==> src/hdl/dmac_pkg.sv <==
// shared types, widths and codes for the dma channel register and fetch block
// no dependencies; used by the interfaces, dmac_core and the top level
package dmac_pkg;

   localparam int CHANNELS_DEFAULT = 4;

   localparam int PORT_W   = 8;
   localparam int DATA_W   = 8;
   localparam int CHAN_W   = 2;
   localparam int ADDR_W   = 24;
   localparam int BASE_W   = 16;
   localparam int COUNT_W  = 17;
   localparam int PAGE_W   = 8;
   localparam int STATUS_W = 2;

   localparam logic CMD_PORT_WRITE = 1'b0;
   localparam logic CMD_BYTE_REQ   = 1'b1;

   localparam logic [PORT_W-1:0] PORT_ADDRESS  = 8'h02;
   localparam logic [PORT_W-1:0] PORT_LIMIT    = 8'h03;
   localparam logic [PORT_W-1:0] PORT_MASK     = 8'h0A;
   localparam logic [PORT_W-1:0] PORT_MODE     = 8'h0B;
   localparam logic [PORT_W-1:0] PORT_CLEAR_FF = 8'h0C;
   localparam logic [PORT_W-1:0] PORT_PAGE     = 8'h83;

   localparam int MASK_BIT = 2;
   localparam int AUTO_BIT = 4;
   localparam int DIR_BIT  = 5;

   localparam logic [STATUS_W-1:0] STATUS_FETCH       = 2'd0;
   localparam logic [STATUS_W-1:0] STATUS_MASKED      = 2'd1;
   localparam logic [STATUS_W-1:0] STATUS_EXHAUSTED   = 2'd2;
   localparam logic [STATUS_W-1:0] STATUS_WRITE_TAKEN = 2'd3;

   localparam logic [COUNT_W-1:0] COUNT_FULL = 17'h10000;

   typedef struct packed {
      logic              command;
      logic [PORT_W-1:0] port;
      logic [DATA_W-1:0] write_data;
      logic [CHAN_W-1:0] channel;
   } req_type;

   typedef struct packed {
      logic                fetch;
      logic [ADDR_W-1:0]   fetch_address;
      logic [STATUS_W-1:0] status;
   } rsp_type;

endpackage

==> src/hdl/dmac_channel_ifs.sv <==
// valid/ready channel interfaces for requests and results
// depends on dmac_pkg
interface dmac_req_if;
   logic                              valid;
   logic                              ready;
   logic                              command;
   logic [dmac_pkg::PORT_W-1:0]       port;
   logic [dmac_pkg::DATA_W-1:0]       write_data;
   logic [dmac_pkg::CHAN_W-1:0]       channel;

   modport source (output valid, command, port, write_data, channel, input ready);
   modport sink   (input valid, command, port, write_data, channel, output ready);
endinterface

interface dmac_rsp_if;
   logic                              valid;
   logic                              ready;
   logic                              fetch;
   logic [dmac_pkg::ADDR_W-1:0]       fetch_address;
   logic [dmac_pkg::STATUS_W-1:0]     status;

   modport source (output valid, fetch, fetch_address, status, input ready);
   modport sink   (input valid, fetch, fetch_address, status, output ready);
endinterface

==> src/hdl/dmac_core.sv <==
// per-channel register file, port write decode and fetch address logic
// depends on dmac_pkg
module dmac_core #(
   parameter int CHANNELS = dmac_pkg::CHANNELS_DEFAULT
) (
   input  logic              clock,
   input  logic              reset,
   input  logic              fire,
   input  dmac_pkg::req_type req,
   output dmac_pkg::rsp_type rsp
);

   localparam int CH_W = (CHANNELS > 1) ? $clog2(CHANNELS) : 1;
   localparam logic [CH_W-1:0] CH_ONE = CH_W'(1);

   logic [dmac_pkg::BASE_W-1:0]  base_ff [CHANNELS];
   logic [dmac_pkg::BASE_W-1:0]  base_in [CHANNELS];
   logic [dmac_pkg::COUNT_W-1:0] limit_ff [CHANNELS];
   logic [dmac_pkg::COUNT_W-1:0] limit_in [CHANNELS];
   logic [dmac_pkg::COUNT_W-1:0] prog_ff [CHANNELS];
   logic [dmac_pkg::COUNT_W-1:0] prog_in [CHANNELS];
   logic [dmac_pkg::PAGE_W-1:0]  page_ff [CHANNELS];
   logic [dmac_pkg::PAGE_W-1:0]  page_in [CHANNELS];
   logic [CHANNELS-1:0]          mask_ff, mask_in;
   logic [CHANNELS-1:0]          dir_ff, dir_in;
   logic [CHANNELS-1:0]          auto_ff, auto_in;
   logic                         hbn_ff, hbn_in;

   logic                         sel_ok;
   logic [CH_W-1:0]              sel_idx;
   logic                         ch_ok;
   logic [CH_W-1:0]              ch_idx;
   logic [dmac_pkg::COUNT_W-1:0] cur_prog;
   logic [dmac_pkg::COUNT_W-1:0] cur_lim;
   logic                         rewind;
   logic [dmac_pkg::COUNT_W-1:0] eff_prog;
   logic [dmac_pkg::ADDR_W-1:0]  base_full;
   logic [dmac_pkg::COUNT_W-1:0] lim_high;

   assign sel_ok    = 32'(req.write_data[1:0]) < CHANNELS;
   assign sel_idx   = CH_W'(req.write_data[1:0]);
   assign ch_ok     = 32'(req.channel) < CHANNELS;
   assign ch_idx    = CH_W'(req.channel);
   assign cur_prog  = prog_ff[ch_idx];
   assign cur_lim   = limit_ff[ch_idx];
   assign rewind    = auto_ff[ch_idx] && (cur_prog > cur_lim);
   assign eff_prog  = rewind ? '0 : cur_prog;
   assign base_full = {page_ff[ch_idx], base_ff[ch_idx]};
   assign lim_high  = {1'b0, req.write_data, limit_ff[CH_ONE][7:0]};

   always_comb begin
      base_in  = base_ff;
      limit_in = limit_ff;
      prog_in  = prog_ff;
      page_in  = page_ff;
      mask_in  = mask_ff;
      dir_in   = dir_ff;
      auto_in  = auto_ff;
      hbn_in   = hbn_ff;
      rsp      = '0;
      if (req.command == dmac_pkg::CMD_PORT_WRITE) begin
         rsp.status = dmac_pkg::STATUS_WRITE_TAKEN;
         if (fire) begin
            unique case (req.port)
               dmac_pkg::PORT_ADDRESS: begin
                  base_in[CH_ONE] = hbn_ff ? {req.write_data, base_ff[CH_ONE][7:0]}
                                           : {base_ff[CH_ONE][15:8], req.write_data};
                  hbn_in = !hbn_ff;
               end
               dmac_pkg::PORT_LIMIT: begin
                  if (hbn_ff) begin
                     limit_in[CH_ONE] = (lim_high == '0) ? dmac_pkg::COUNT_FULL : lim_high;
                     prog_in[CH_ONE]  = '0;
                  end else begin
                     limit_in[CH_ONE] = {1'b0, limit_ff[CH_ONE][15:8], req.write_data};
                  end
                  hbn_in = !hbn_ff;
               end
               dmac_pkg::PORT_MASK: begin
                  if (sel_ok) begin
                     mask_in[sel_idx] = req.write_data[dmac_pkg::MASK_BIT];
                  end
               end
               dmac_pkg::PORT_MODE: begin
                  if (sel_ok) begin
                     dir_in[sel_idx]  = req.write_data[dmac_pkg::DIR_BIT];
                     auto_in[sel_idx] = req.write_data[dmac_pkg::AUTO_BIT];
                  end
               end
               dmac_pkg::PORT_CLEAR_FF: begin
                  hbn_in = 1'b0;
               end
               dmac_pkg::PORT_PAGE: begin
                  page_in[CH_ONE] = req.write_data;
               end
               default: begin
               end
            endcase
         end
      end else if (!ch_ok || mask_ff[ch_idx]) begin
         rsp.status = dmac_pkg::STATUS_MASKED;
      end else if (eff_prog > cur_lim) begin
         rsp.status = dmac_pkg::STATUS_EXHAUSTED;
      end else begin
         rsp.status        = dmac_pkg::STATUS_FETCH;
         rsp.fetch         = 1'b1;
         rsp.fetch_address = dir_ff[ch_idx] ? base_full - 24'(eff_prog)
                                            : base_full + 24'(eff_prog);
         if (fire) begin
            prog_in[ch_idx] = eff_prog + 17'd1;
         end
      end
   end

   always_ff @(posedge clock) begin
      if (reset) begin
         for (int i = 0; i < CHANNELS; i++) begin
            base_ff[i]  <= '0;
            limit_ff[i] <= '0;
            prog_ff[i]  <= '0;
            page_ff[i]  <= '0;
         end
         mask_ff <= '0;
         dir_ff  <= '0;
         auto_ff <= '0;
         hbn_ff  <= 1'b0;
      end else begin
         base_ff  <= base_in;
         limit_ff <= limit_in;
         prog_ff  <= prog_in;
         page_ff  <= page_in;
         mask_ff  <= mask_in;
         dir_ff   <= dir_in;
         auto_ff  <= auto_in;
         hbn_ff   <= hbn_in;
      end
   end

   // high limit byte restarts channel 1 and never leaves a zero limit
   assert property (@(posedge clock) disable iff (reset)
      fire && req.command == dmac_pkg::CMD_PORT_WRITE && req.port == dmac_pkg::PORT_LIMIT
      && hbn_ff |=> prog_ff[CH_ONE] == '0 && limit_ff[CH_ONE] != '0)
      else $error("limit high byte did not restart channel 1");

   // byte pointer toggles on every address or limit byte
   assert property (@(posedge clock) disable iff (reset)
      fire && req.command == dmac_pkg::CMD_PORT_WRITE
      && (req.port == dmac_pkg::PORT_ADDRESS || req.port == dmac_pkg::PORT_LIMIT)
      |=> hbn_ff != $past(hbn_ff))
      else $error("byte pointer did not toggle");

   // a masked or exhausted request leaves the channel count alone
   assert property (@(posedge clock) disable iff (reset)
      fire && req.command == dmac_pkg::CMD_BYTE_REQ && ch_ok && !rewind
      && rsp.status != dmac_pkg::STATUS_FETCH |=> prog_ff[$past(ch_idx)] == $past(cur_prog))
      else $error("count moved without a fetch");

   // a fetched byte always advances the count
   assert property (@(posedge clock) disable iff (reset)
      fire && rsp.fetch |=> prog_ff[$past(ch_idx)] == $past(eff_prog) + 17'd1)
      else $error("count did not advance after fetch");

endmodule

==> src/hdl/dma_channel_register_and_fetch_top.sv <==
// top level: request input register, dmac_core and result output register
// depends on dmac_pkg, dmac_req_if, dmac_rsp_if and dmac_core
//
// usage:
//   req_if carries one transfer per item: a port write (command 0, port and
//   write_data) or a dma byte request (command 1, channel). rsp_if returns
//   exactly one result per request, in order: fetch, fetch_address and status
//   (0 fetch issued, 1 masked, 2 exhausted, 3 port write taken).
//   a transfer is taken at a rising edge with valid and ready both high.
//   registers: one for the request and one for the result; all decode,
//   count compare and the 24-bit address add/subtract sit between them.
//   throughput: one transfer per cycle, sustained while rsp_if.ready stays
//   high, set by the single pass through dmac_core with channel state
//   updated in the same cycle.
//   stall: while the result register is full and rsp_if.ready is low the
//   request register holds; req_if.ready drops only once both are full.
//   reset: synchronous, active high; clears both valid flags, every channel's
//   address, limit, count, page, mask and mode, and the byte pointer.
module dma_channel_register_and_fetch_top #(
   parameter int CHANNELS = dmac_pkg::CHANNELS_DEFAULT
) (
   input logic        clock,
   input logic        reset,
   dmac_req_if.sink   req_if,
   dmac_rsp_if.source rsp_if
);

   logic              in_valid_ff, in_valid_in;
   dmac_pkg::req_type in_data_ff, in_data_in;
   logic              out_valid_ff, out_valid_in;
   dmac_pkg::rsp_type out_data_ff, out_data_in;
   dmac_pkg::rsp_type core_rsp;
   logic              advance;
   logic              take;

   assign advance      = in_valid_ff && (!out_valid_ff || rsp_if.ready);
   assign req_if.ready = !in_valid_ff || advance;
   assign take         = req_if.valid && req_if.ready;

   assign in_valid_in  = take || (in_valid_ff && !advance);
   assign in_data_in   = take ? dmac_pkg::req_type'({req_if.command, req_if.port,
                                                    req_if.write_data, req_if.channel})
                              : in_data_ff;
   assign out_valid_in = advance || (out_valid_ff && !rsp_if.ready);
   assign out_data_in  = advance ? core_rsp : out_data_ff;

   dmac_core #(
      .CHANNELS (CHANNELS)
   ) u_core (
      .clock (clock),
      .reset (reset),
      .fire  (advance),
      .req   (in_data_ff),
      .rsp   (core_rsp)
   );

   always_ff @(posedge clock) begin
      if (reset) begin
         in_valid_ff  <= 1'b0;
         out_valid_ff <= 1'b0;
      end else begin
         in_valid_ff  <= in_valid_in;
         out_valid_ff <= out_valid_in;
      end
   end

   always_ff @(posedge clock) begin
      in_data_ff  <= in_data_in;
      out_data_ff <= out_data_in;
   end

   assign rsp_if.valid         = out_valid_ff;
   assign rsp_if.fetch         = out_data_ff.fetch;
   assign rsp_if.fetch_address = out_data_ff.fetch_address;
   assign rsp_if.status        = out_data_ff.status;

   // fetch flag and status agree, and no address leaks without a fetch
   assert property (@(posedge clock) disable iff (reset)
      out_valid_ff |-> (out_data_ff.fetch == (out_data_ff.status == dmac_pkg::STATUS_FETCH))
      && (out_data_ff.fetch || out_data_ff.fetch_address == '0))
      else $error("fetch flag and status disagree");

   // a port write always answers write taken
   assert property (@(posedge clock) disable iff (reset)
      advance && in_data_ff.command == dmac_pkg::CMD_PORT_WRITE
      |=> out_data_ff.status == dmac_pkg::STATUS_WRITE_TAKEN)
      else $error("port write answered with wrong status");

   // every advance lands in the result register
   assert property (@(posedge clock) disable iff (reset)
      advance |=> out_valid_ff)
      else $error("advanced request lost");

endmodule
==> src/flat_wrapper.sv <==
// flat-port wrapper written by rule: the top's interface ports become plain ports
module dma_channel_register_and_fetch_top_flat 
#(
   parameter int CHANNELS = dmac_pkg::CHANNELS_DEFAULT
)
  (clock, reset, req_if_valid, req_if_command, req_if_port, req_if_write_data, req_if_channel, req_if_ready, rsp_if_valid, rsp_if_fetch, rsp_if_fetch_address, rsp_if_status, rsp_if_ready);
  dmac_req_if req_if_i ();
  dmac_rsp_if rsp_if_i ();
  input logic clock;
  input logic reset;
  input wire logic [$bits(req_if_i.valid)-1:0] req_if_valid;
  input wire logic [$bits(req_if_i.command)-1:0] req_if_command;
  input wire logic [$bits(req_if_i.port)-1:0] req_if_port;
  input wire logic [$bits(req_if_i.write_data)-1:0] req_if_write_data;
  input wire logic [$bits(req_if_i.channel)-1:0] req_if_channel;
  output wire logic [$bits(req_if_i.ready)-1:0] req_if_ready;
  output wire logic [$bits(rsp_if_i.valid)-1:0] rsp_if_valid;
  output wire logic [$bits(rsp_if_i.fetch)-1:0] rsp_if_fetch;
  output wire logic [$bits(rsp_if_i.fetch_address)-1:0] rsp_if_fetch_address;
  output wire logic [$bits(rsp_if_i.status)-1:0] rsp_if_status;
  input wire logic [$bits(rsp_if_i.ready)-1:0] rsp_if_ready;
  assign req_if_i.valid = req_if_valid;
  assign req_if_i.command = req_if_command;
  assign req_if_i.port = req_if_port;
  assign req_if_i.write_data = req_if_write_data;
  assign req_if_i.channel = req_if_channel;
  assign req_if_ready = req_if_i.ready;
  assign rsp_if_valid = rsp_if_i.valid;
  assign rsp_if_fetch = rsp_if_i.fetch;
  assign rsp_if_fetch_address = rsp_if_i.fetch_address;
  assign rsp_if_status = rsp_if_i.status;
  assign rsp_if_i.ready = rsp_if_ready;
  dma_channel_register_and_fetch_top #(.CHANNELS(CHANNELS)) u_core (.clock(clock), .reset(reset), .req_if(req_if_i), .rsp_if(rsp_if_i));
endmodule
==> config.mk <==
export PLATFORM = sky130hd
export DESIGN_NAME = dma_channel_register_and_fetch_top_flat
export DESIGN_NICKNAME = d
export VERILOG_FILES = /design/src/hdl/dmac_pkg.sv /design/src/hdl/dmac_channel_ifs.sv /design/src/hdl/dmac_core.sv /design/src/hdl/dma_channel_register_and_fetch_top.sv /design/src/flat_wrapper.sv
export SDC_FILE = /design/constraint.sdc
export NUM_CORES = 1
export LEC_CHECK = 0
export ABC_AREA = 0
export BUFFER_PORTS_ARGS = -buffer_cell sky130_fd_sc_hd__clkbuf_2
export CORE_MARGIN = 1
export CORE_UTILIZATION = 45
export CTS_BUF_LIST = sky130_fd_sc_hd__clkbuf_4 sky130_fd_sc_hd__clkbuf_8 sky130_fd_sc_hd__clkbuf_16
export DETAILED_ROUTE_END_ITERATION = 12
export SYNTH_ARGS = -nofsm -noshare
export SYNTH_HDL_FRONTEND = slang
export SYNTH_HIERARCHICAL = 1
export SYNTH_SLANG_ARGS = --single-unit
==> constraint.sdc <==
create_clock -name clock -period 17.15 [get_ports clock]
set_input_delay 1.715 -clock clock [delete_from_list [all_inputs] [get_ports clock]]
set_output_delay 1.715 -clock clock [all_outputs]
set_load 0.05 [all_outputs]
# After elaboration in Yosys (flattened, before gate mapping)
# Cells that the tools add are included.
[classes] eq_ne=9 order_cmp=7 reduce_logical=34 shifts=0 addsub=3 mul=0 bitwise=5 div=0 mux=41
[ops] operator="2-to-1 mux 17 bit" n=12
[ops] operator="2-to-1 mux 51 bit" n=3
[ops] operator="binary-select mux 17 bit (select 2 bit)" n=2
[ops] operator="bitwise mux 68 bit" n=1
[ops] operator="demux 17 bit (select 2 bit)" n=1
[ops] operator="> comparator 17 bit" n=2
[ops] operator="binary-select mux 16 bit (select 2 bit)" n=1
[ops] operator="2-to-1 mux 16 bit" n=2
[ops] operator="2-to-1 mux 25 bit" n=1
[ops] operator="adder 24 x 17 -> 24 bit" n=1
[ops] operator="equality test 8 x 4 -> 1 bit (second input constant)" n=3
[ops] operator="2-to-1 mux 24 bit" n=1
[ops] operator="subtractor 24 x 17 -> 24 bit" n=1
[ops] operator="AND reduction 4 bit" n=5
[ops] operator="adder 17 x 1 -> 17 bit (second input constant)" n=1
[ops] operator="logical NOT 17 bit" n=1
[ops] operator="binary-select mux 8 bit (select 2 bit)" n=1
[ops] operator="equality test 8 x 2 -> 1 bit (second input constant)" n=2
[ops] operator="2-to-1 mux 8 bit" n=2
[ops] operator="AND reduction 3 bit" n=5
[ops] operator="bitwise mux 4 bit" n=3
[ops] operator="equality test 8 bit (second input constant)" n=1
[ops] operator="logical AND 1 bit" n=7
[ops] operator="binary-select mux 1 bit (select 2 bit)" n=3
[ops] operator="other kinds (18)" n=37
[totals] memories=0 word_cells=123 ram_bits=0 input_bits=23 latch_bits=0 output_inout_bits=29 rom_bits=0 reg_bits=170

# Depth between registers and ports, before layout
# Gate-level depths: netlist of the first run.
[depth] word_depth=13 depth_mapped=30 ltp_nobuf=23

# Hierarchy
# The synthesis of the first run kept the hierarchy.
[by_module_without_submodules] mod="dmac_core" seq_area_each_um2=2442.3 cells_each=988 n_inst=1 area_per_inst_um2=8259.2
[by_module_without_submodules] mod="dma_channel_register_and_fetch_top" seq_area_each_um2=1421.4 cells_each=56 n_inst=1 area_per_inst_um2=1485.2

# Worst setup path before layout of the first run
# Ideal clock, no wire load.
[synth_timing] path_kind="register to register" startpoint="register u_core/in_data_ff[0] (netlist name)" endpoint="register u_core.out_data_ff (netlist bit u_core/rsp_if.fetch_address[22]) (data pin)" path_stages_with_launch=29 path_slack_ps=10113 t_arrival_ps=6771 cell_sequence="edfxtp_1 buf_2 buf_1 buf_2 nor2b_1 clkbuf_1 clkbuf_1 clkbuf_1 nand2_1 ha_1 nand4_1 or4_4 o41ai_4 a21oi_2 nor2_1 inv_1 ha_1 nor2_1 xnor2_1 ha_1 nor2b_1 o21a_1 o21a_1 o41a_1 a31o_2 a2111o_1 o41ai_1 xor2_1 nor2_1"
[synth_via] elab_chain_len=9 word_cells_on_any_way=27 classes_between="2 x add/sub; 2 x order compare; 20 x mux; 1 x bitwise; 2 x reduce/logical"
[synth_rtl] item="start: declaration" line_no="dma_channel_register_and_fetch_top.sv:29" rtl="dmac_pkg::req_type in_data_ff, in_data_in;"
[synth_rtl] item="start signal: assignment" line_no="dma_channel_register_and_fetch_top.sv:68" rtl="in_data_ff <= in_data_in;"
[synth_rtl] item="NOT 2 -> 3 bit (not written as such)" line_no="dmac_core.sv:44, dmac_core.sv:45, dmac_core.sv:48"
[synth_rtl] item="binary-select mux 17 bit (select 2 bit) (on tied branches)" line_no="dmac_core.sv:44, dmac_core.sv:45"
[synth_rtl] item="2-to-1 mux 17 bit (on tied branches) (2 in a row)" line_no="dmac_core.sv:44, dmac_core.sv:45"
[synth_rtl] item="> comparator 17 bit" line_no="dmac_core.sv:46" rtl="assign rewind = auto_ff[ch_idx] && (cur_prog > cur_lim);"
[synth_rtl] item="logical AND 1 bit" line_no="dmac_core.sv:46"
[synth_rtl] item="2-to-1 mux 17 bit" line_no="dmac_core.sv:47" rtl="assign eff_prog = rewind ? '0 : cur_prog;"
[synth_rtl] item="adder 24 x 17 -> 24 bit, or another cell as far along" line_no="dmac_core.sv:108" rtl=": base_full + 24'(eff_prog);"
[synth_rtl] item="2-to-1 mux 24 bit or OR reduction 3 bit (tied branches)"
[synth_rtl] item="end signal: assignment" line_no="dma_channel_register_and_fetch_top.sv:69" rtl="out_data_ff <= out_data_in;"
[synth_rtl] item="end: declaration" line_no="dma_channel_register_and_fetch_top.sv:31" rtl="dmac_pkg::rsp_type out_data_ff, out_data_in;"
# Several ways; a longest one is shown, not always the timed one. The select of a mux whose other input is x is not followed.
# A chain may end at the register's enable or synchronous reset.

# Worst setup path after layout of the first run
# Same ends and word-level chain as after synthesis.

==> results of run 1 <==
layer usage:
layer / part of all wire [%] / global-route usage, % / vias to the layer above / routed length (µm)
li1: - / - / 3753 / -
met1: 49 / 33.3 / 3544 / 12100
met2: 45 / 36.1 / 197 / 10900
met3: 4.3 / 3.33 / 24 / 1060
met4: 1.7 / 7.14 / 0 / 406
met5: 0 / 0 / - / 0
logic make-up (layout without fill, tap and decap cells):
logic type	after synthesis	in the layout
multiplexers	79	79
buffers and inverters	102	137
flip-flops	170	170
AND/OR/NAND/NOR	390	390
XOR/XNOR	45	45
adder cells (fa/ha/maj)	56	56
AO/OA/AOI/OAI	202	202
sequential cells by signal, summed over array words and instances, names as in the netlist:
| signal | count |
|---|---|
| u_core/rsp_if.valid | 1 |
| u_core/u_core/limit_ff | 9 |
| u_core/u_core/prog_ff | 68 |
| u_core/u_core/page_ff | 8 |
| u_core/u_core/auto_ff | 4 |
| u_core/rsp_if.fetch | 1 |
| u_core/in_data_ff | 19 |
| u_core/in_valid_ff | 1 |
| u_core/rsp_if.fetch_address | 24 |
| u_core/u_core/dir_ff | 4 |
| u_core/u_core/base_ff | 16 |
| u_core/rsp_if.status | 2 |
| u_core/u_core/mask_ff | 4 |
| u_core/u_core/lim_high | 8 |
| u_core/u_core/hbn_ff | 1 |
critical path: cells and delay by family, from the launching register on:
kind,cells,cell delay (ns)
XOR/XNOR,2,0.31
AO/OA/AOI/OAI,8,2.90
flip-flops,1,0.32
AND/OR/NAND/NOR,8,1.74
adder cells (fa/ha/maj),3,0.97
buffers and inverters,3,0.95
power breakdown:
| group | internal (mW) | leakage (nW) | switching [mW] | total (mW) |
|---|---|---|---|---|
| Combinational | 0.0325 | 2.53 | 0.0630 | 0.0955 |
| Sequential | 0.422 | 1.44 | 0.00608 | 0.428 |
| Clock | 0.266 | 0.331 | 0.174 | 0.440 |
stage by stage:
stage	hold WS, ns	cell area, µm²	worst slack [ns]
6_report	0.462	10800	9.70
5_1_grt	0.479	10800	9.11
4_1_cts	0.461	10800	9.71
3_5_place_dp	0.452	10100	9.72
3_3_place_gp	0.448	10100	9.93
2_1_floorplan	0.432	9740	10.11
how the worst min path moves through the flow:
stage	cells past startpoint	start	end	slack, ns
final	2	u_core/u_core/prog_ff[7]$_SDFFE_PP0P_	u_core/u_core/prog_ff[7]$_SDFFE_PP0P_	0.46
after global placement	2	u_core/u_core/prog_ff[65]$_SDFFE_PP0P_	u_core/u_core/prog_ff[65]$_SDFFE_PP0P_	0.45
after detailed placement	2	u_core/u_core/prog_ff[65]$_SDFFE_PP0P_	u_core/u_core/prog_ff[65]$_SDFFE_PP0P_	0.45
after global routing	2	u_core/u_core/prog_ff[20]$_SDFFE_PP0P_	u_core/u_core/prog_ff[20]$_SDFFE_PP0P_	0.48
after floorplan	2	u_core/u_core/prog_ff[14]$_SDFFE_PP0P_	u_core/u_core/prog_ff[14]$_SDFFE_PP0P_	0.43
after CTS	2	u_core/u_core/prog_ff[65]$_SDFFE_PP0P_	u_core/u_core/prog_ff[65]$_SDFFE_PP0P_	0.46
layout make-up:
type | count | area, µm²
well taps | 275 | 344
clock inverters | 15 | 254
inverters | 47 | 176
multi-input cells | 772 | 5450
fillers | 1970 | 10300
repair buffers | 58 | 310
flip-flops and latches | 170 | 3860
clock buffers | 17 | 425
placed cells by master (no fill, tap or decap), drive strengths merged, types with 8 or more instances in the layout:
cell type  netlist  layout
and2            39      39
nand3           20      20
a211oi           8       8
dfxtp          124     124
nand2b          10      10
nor3            22      22
nand4           11      11
o21ai           47      47
nand2          101     101
ha              55      55
o31ai           10      10
xnor2           25      25
clkbuf          39      67
buf             16       8
xor2            20      20
mux2i           57      57
a22oi            9       9
a21oi           48      48
nor2           145     145
inv             46      54
mux4            20      20
edfxtp          46      46
a21o            23      23
o32ai           18      18
==> flow_metrics.py, run 1 <==
metrics = {
    "grt": {
        "overflow": 0,
        "grt_max_degree": 57,
        "grt.total_usage_pct": 23.3,
        "grt_pass1_wl_um": 39600,
        "grt_pass1_vias": 7199,
        "antenna_found_initial": 0,
    },
    "power_and_ir_drop": {
        "p_per_area_nw_per_um2": 89.1,
        "peakVddDrop_v": 0.0000613,
        "finalPower_uw": 964,
        "power.leakage_nw": 4.31,
    },
    "finish": {
        "nets": 1145,
        "fin_cells": 1354,
        "layout-drive-gt1-share_pct": 13.5,
        "area_growth_pct": 11.0,
        "antennaDiodeCount": 0,
        "fin_util_pct": 51.1,
    },
    "sta": {
        "period_share_pct": 43.4,
        "post-route-min-period_ns": 7.45,
        "finalSetupViolations": 0,
        "fin_skew_ns": 0.0156,
        "setup_tns_ns": 0,
        "max_slew.worst_pin.slew_ns": 1.24,
        "rsz0062_at_grt": "no",
        "max_freq_ghz": 0.134,
        "hold_viol_final": 0,
        "slew_violations": 0,
        "slew_headroom_pct": 17.0,
    },
    "placement": {
        "place_inst": 1322,
        "dp_hpwl_um": 17500,
        "gp_congestion": 0.878,
        "portBuffers": 51,
    },
    "clocking": {
        "clockBufferDepth": 2,
        "clock-sinks": 170,
        "cts_tree": "built",
        "ctsRootBufferMaster": "clkbuf_16",
        "htree_levels": 4,
        "numCtsBuffers": 17,
        "ctsHoldBuffers": 0,
        "ctsResizeCount": 0,
        "clock_latency_ns": 0.44,
        "clk_pin_slew_ns": 0.07,
        "post_cts_buffers": 0,
    },
    "critical_path": {
        "critPathRequiredTime_ns": 17.33,
        "r2r_cells": 24,
        "r2r_start": "u_core/in_data_ff[0]$_DFFE_PP_",
        "worst_r2r_endpoint": "u_core/rsp_if.fetch_address[22]$_DFFE_PP_",
        "critPathSlowestCell": "a21oi_2",
        "crit_path_max_incr_delay_ns": 0.78,
        "critPathCaptureType": "register",
        "path_class": "reg2reg",
        "cp.arrival_ns": 7.63,
        "r2r_slack_ns": 9.70,
        "path_cells": "buf_4 > nor2b_2 > buf_4 > nand2_1 > ha_1 > nand4_1 > or4_4 > a311o_1 > a21oi_2 > nor2_1 > inv_1 > ha_1 > nor2_1 > xnor2_1 > ha_1 > nor2b_1 > o21a_1 > o21a_1 > o41a_1 > a31o_2 > a2111o_1 > o41ai_1 > xor2_1 > nor2_1",
        "startpoint_type": "register",
        "crit_start": "u_core/in_data_ff[0]$_DFFE_PP_",
        "worstSetupEndpoint": "u_core/rsp_if.fetch_address[22]$_DFFE_PP_",
        "path_max_fanout": 44,
    },
    "synthesis": {
        "synth_top_family_by_area": "simple AND/OR/NAND/NOR gates",
        "synthTopCellsByArea": "dfxtp_1 25%, edfxtp_1 14%, ha_1 7.1%",
        "ys.warnings.count": 6,
        "muxShareOfSynthArea_pct": 10.7,
        "synthSimpleGateAreaFrac_pct": 19.2,
        "syn_inst": 1044,
        "mappedNetlistArea_um2": 9740,
        "synth_xor_area_share_pct": 4.04,
        "syn_nets": 1123,
        "synthFlopType": "dfxtp_1",
        "synth_async_sr_flop_share_pct": 0,
        "ys_seq_elements": 170,
        "yosys.area_share.adder_pct": 7.27,
        "yosys-top-cells-count": "144 x nor2_1, 124 x dfxtp_1, 101 x nand2_1",
        "syn_avg_cell_area_um2": 9.33,
        "synth_top_cell_by_area": "dfxtp_1",
        "yosysMostFrequentCell": "nor2_1",
        "yosysTopAreaCellShare_pct": 25.5,
        "ys_types": 73,
        "synth_seq_area_share_pct": 39.7,
        "synth_edf_count": 46,
        "synth_compound_area_share_pct": 14.6,
    },
    "status": {
        "outcome": "finished, final reports clean",
    },
    "detailed_routing": {
        "dr.pass1.iters": 5,
        "ant_nets": 0,
        "wire_per_inst_um": 18.1,
        "vias": 7518,
        "wl_um": 24500,
        "post-route-drc-count": 0,
        "via_per_inst": 5.55,
        "drtIter0Drc": 598,
    },
    "worst_hold_path": {
        "holdCritPathClass": "reg2reg",
    },
    "floorplanning": {
        "dieArea_um2": 22200,
        "rows": 53,
        "die_w_um": 149,
        "ioPinCount": 52,
        "initial_core_util_pct": 46.1,
        "die_h_um": 149,
        "coreArea_um2": 21200,
    },
    "run": {
        "maxCapViolCount": 0,
    },
}
Note: power is estimated with default switching activity, not from simulation.
==> run 2, diff against run 1 <==
==> constraint.sdc (replaced) <==
create_clock -name clock -period 6.4 [get_ports clock]
set_input_delay 0.64 -clock clock [delete_from_list [all_inputs] [get_ports clock]]
set_output_delay 0.64 -clock clock [all_outputs]
set_load 0.05 [all_outputs]
==> run 2 against run 1 <==
Sequential power rose to 2.7 times the previous value; utilization up 1.3 points; fmax rose by 24%; clock skew is 0.0057 ns lower; design area increased by 2.5%; critical path depth down 1; largest power group is now registers.
==> flow_metrics.py, run 2 (same netlist as run 1, synthesis figures left out) <==
metrics = {
    "status": {
        "outcome": "finished, final reports clean",
    },
    "sta": {
        "rsz0062_at_grt": "no",
        "slew_headroom_pct": 30.4,
        "hold_viol_final": 0,
        "period_share_pct": 94.1,
        "max_slew.worst_pin.slew_ns": 1.04,
        "slew_violations": 0,
        "setup_tns_ns": 0,
        "max_freq_ghz": 0.166,
        "finalSetupViolations": 0,
        "post-route-min-period_ns": 6.02,
        "fin_skew_ns": 0.00988,
    },
    "clocking": {
        "clock_latency_ns": 0.43,
        "clk_pin_slew_ns": 0.08,
        "clockBufferDepth": 2,
        "ctsHoldBuffers": 0,
        "htree_levels": 4,
        "cts_tree": "built",
        "clock-sinks": 170,
        "ctsRootBufferMaster": "clkbuf_16",
        "numCtsBuffers": 17,
    },
    "critical_path": {
        "critPathRequiredTime_ns": 6.59,
        "path_max_fanout": 17,
        "path_class": "reg2reg",
        "crit_path_max_incr_delay_ns": 0.59,
        "crit_top_cell": "ha_1",
        "critPathCaptureType": "register",
        "r2r_cells": 23,
        "path_cells": "buf_12 > mux4_2 > ha_1 > nand4_1 > or4_4 > a311o_1 > buf_4 > a21oi_4 > nor2_2 > inv_1 > ha_1 > nor2_1 > xnor2_1 > ha_1 > nor2b_1 > o21a_1 > o21a_1 > o41a_1 > a31o_2 > a2111o_1 > o41ai_2 > xor2_1 > nor2_1",
        "worst_r2r_endpoint": "u_core/rsp_if.fetch_address[22]$_DFFE_PP_",
        "worstSetupEndpoint": "u_core/rsp_if.fetch_address[22]$_DFFE_PP_",
        "r2r_start": "u_core/in_data_ff[1]$_DFFE_PP_",
        "r2r_slack_ns": 0.38,
        "critPathSlowestCell": "or4_4",
        "crit_start": "u_core/in_data_ff[1]$_DFFE_PP_",
        "startpoint_type": "register",
        "cp.arrival_ns": 6.21,
    },
    "placement": {
        "gp_congestion": 0.935,
        "portBuffers": 51,
        "place_inst": 1353,
        "dp_hpwl_um": 18300,
    },
    "grt": {
        "grt_pass1_wl_um": 40400,
        "antenna_found_initial": 0,
        "overflow": 0,
        "grt_max_degree": 61,
        "grt.total_usage_pct": 23.8,
        "grt_pass1_vias": 7156,
    },
    "detailed_routing": {
        "drtIter0Drc": 648,
        "via_per_inst": 5.56,
        "wl_um": 25300,
        "wire_per_inst_um": 18.1,
        "ant_nets": 0,
        "dr.pass1.iters": 5,
        "post-route-drc-count": 0,
        "vias": 7763,
    },
    "finish": {
        "register_area_um2": 3860,
        "mostFrequentLayoutCell": "nor2_1",
        "fin_cells": 1395,
        "multi_input_area_um2": 5470,
        "layout-drive-gt1-share_pct": 17.0,
        "antennaDiodeCount": 0,
        "top_register": "u_core/u_core/prog_ff",
        "area_growth_pct": 13.9,
        "layout_common_cells": "143 x nor2_1, 124 x dfxtp_1, 101 x nand2_1",
        "nets": 1186,
        "largest_reg_flops": 68,
        "num-fill-cells": 1966,
    },
    "floorplanning": {
        "die_h_um": 149,
        "rows": 53,
        "die_w_um": 149,
        "initial_core_util_pct": 46.1,
        "dieArea_um2": 22200,
        "ioPinCount": 52,
        "coreArea_um2": 21200,
    },
    "power_and_ir_drop": {
        "power.leakage_nw": 4.48,
        "p_per_area_nw_per_um2": 219,
        "peakVddDrop_v": 0.000164,
    },
    "worst_hold_path": {
        "holdCritPathClass": "in2reg",
    },
    "run": {
        "maxCapViolCount": 0,
    },
}
run 2: report_power, final:
group	internal, mW	leakage, nW	total (mW)	switching [mW]
Clock	0.520	0.278	1.01	0.490
Combinational	0.0987	2.76	0.271	0.172
Sequential	1.13	1.44	1.15	0.0177
Total	1.75	4.48	2.43	0.680
run 2: final cells by class:
type                            count  share of cell area, %
Multi-Input combinational cell    772                   49.3
Clock buffer                       17                   3.83
Tap cell                          275                   3.10
Timing Repair Buffer               99                   6.02
Sequential cell                   170                   34.8
Inverter                           47                   1.59
Clock inverter                     15                   1.34
run 2: critical path, delay by kind of cell, from the launching register on:
kind,cells,cell delay (ns)
AOI/OAI and AO/OA,8,2.14
DFF,1,0.38
xor gates and xnor gates,2,0.33
muxes,1,0.57
adders and majority gates,3,0.83
buffers and inverters,3,0.42
and+or+nand+nor,6,1.08
run 2: layer usage:
metal	part of all wire (%)	GRT usage (%)	vias to the layer above
met3	5.2	3.88	24
met4	1.4	6.38	0
met5	0	0	-
met2	44	36.2	227
li1	-	-	3837
met1	49	34.7	3675
run 2: worst min-delay path by stage:
stage | start | endpoint | depth (start not counted)
3_3_place_gp | u_core/u_core/prog_ff[65]$_SDFFE_PP0P_ | u_core/u_core/prog_ff[65]$_SDFFE_PP0P_ | 2
2_1_floorplan | u_core/u_core/prog_ff[14]$_SDFFE_PP0P_ | u_core/u_core/prog_ff[14]$_SDFFE_PP0P_ | 2
3_5_place_dp | u_core/u_core/prog_ff[21]$_SDFFE_PP0P_ | u_core/u_core/prog_ff[21]$_SDFFE_PP0P_ | 2
4_1_cts | req_if_write_data[4] | u_core/in_data_ff[6]$_DFFE_PP_ | 1
5_1_grt | req_if_port[2] | u_core/in_data_ff[12]$_DFFE_PP_ | 1
6_report | req_if_channel[1] | u_core/in_data_ff[1]$_DFFE_PP_ | 1
run 2: per-stage QoR:
step | hold WS (ns) | util, % | worst slack [ns] | instance area, µm² | power, mW
floorplan | 0.432 | - | 0.00265 | 9780 | 1.37
global placement | 0.445 | 49.4 | 0.324 | 10400 | 1.44
detailed placement | 0.454 | 49.4 | 0.238 | 10400 | 1.44
CTS | 0.359 | 52.1 | 0.228 | 11000 | 2.44
global route | 0.353 | 52.4 | 0.0176 | 11100 | 2.52
finish | 0.374 | 52.4 | 0.377 | 11100 | 2.43
run 2: repair_timing:
| item | in CTS | in global routing |
|---|---|---|
| gates resized for setup | 0 | 1 |
| endpoints found under the setup margin | 0 | 7 |
| buffers inserted | 0 | 10 |
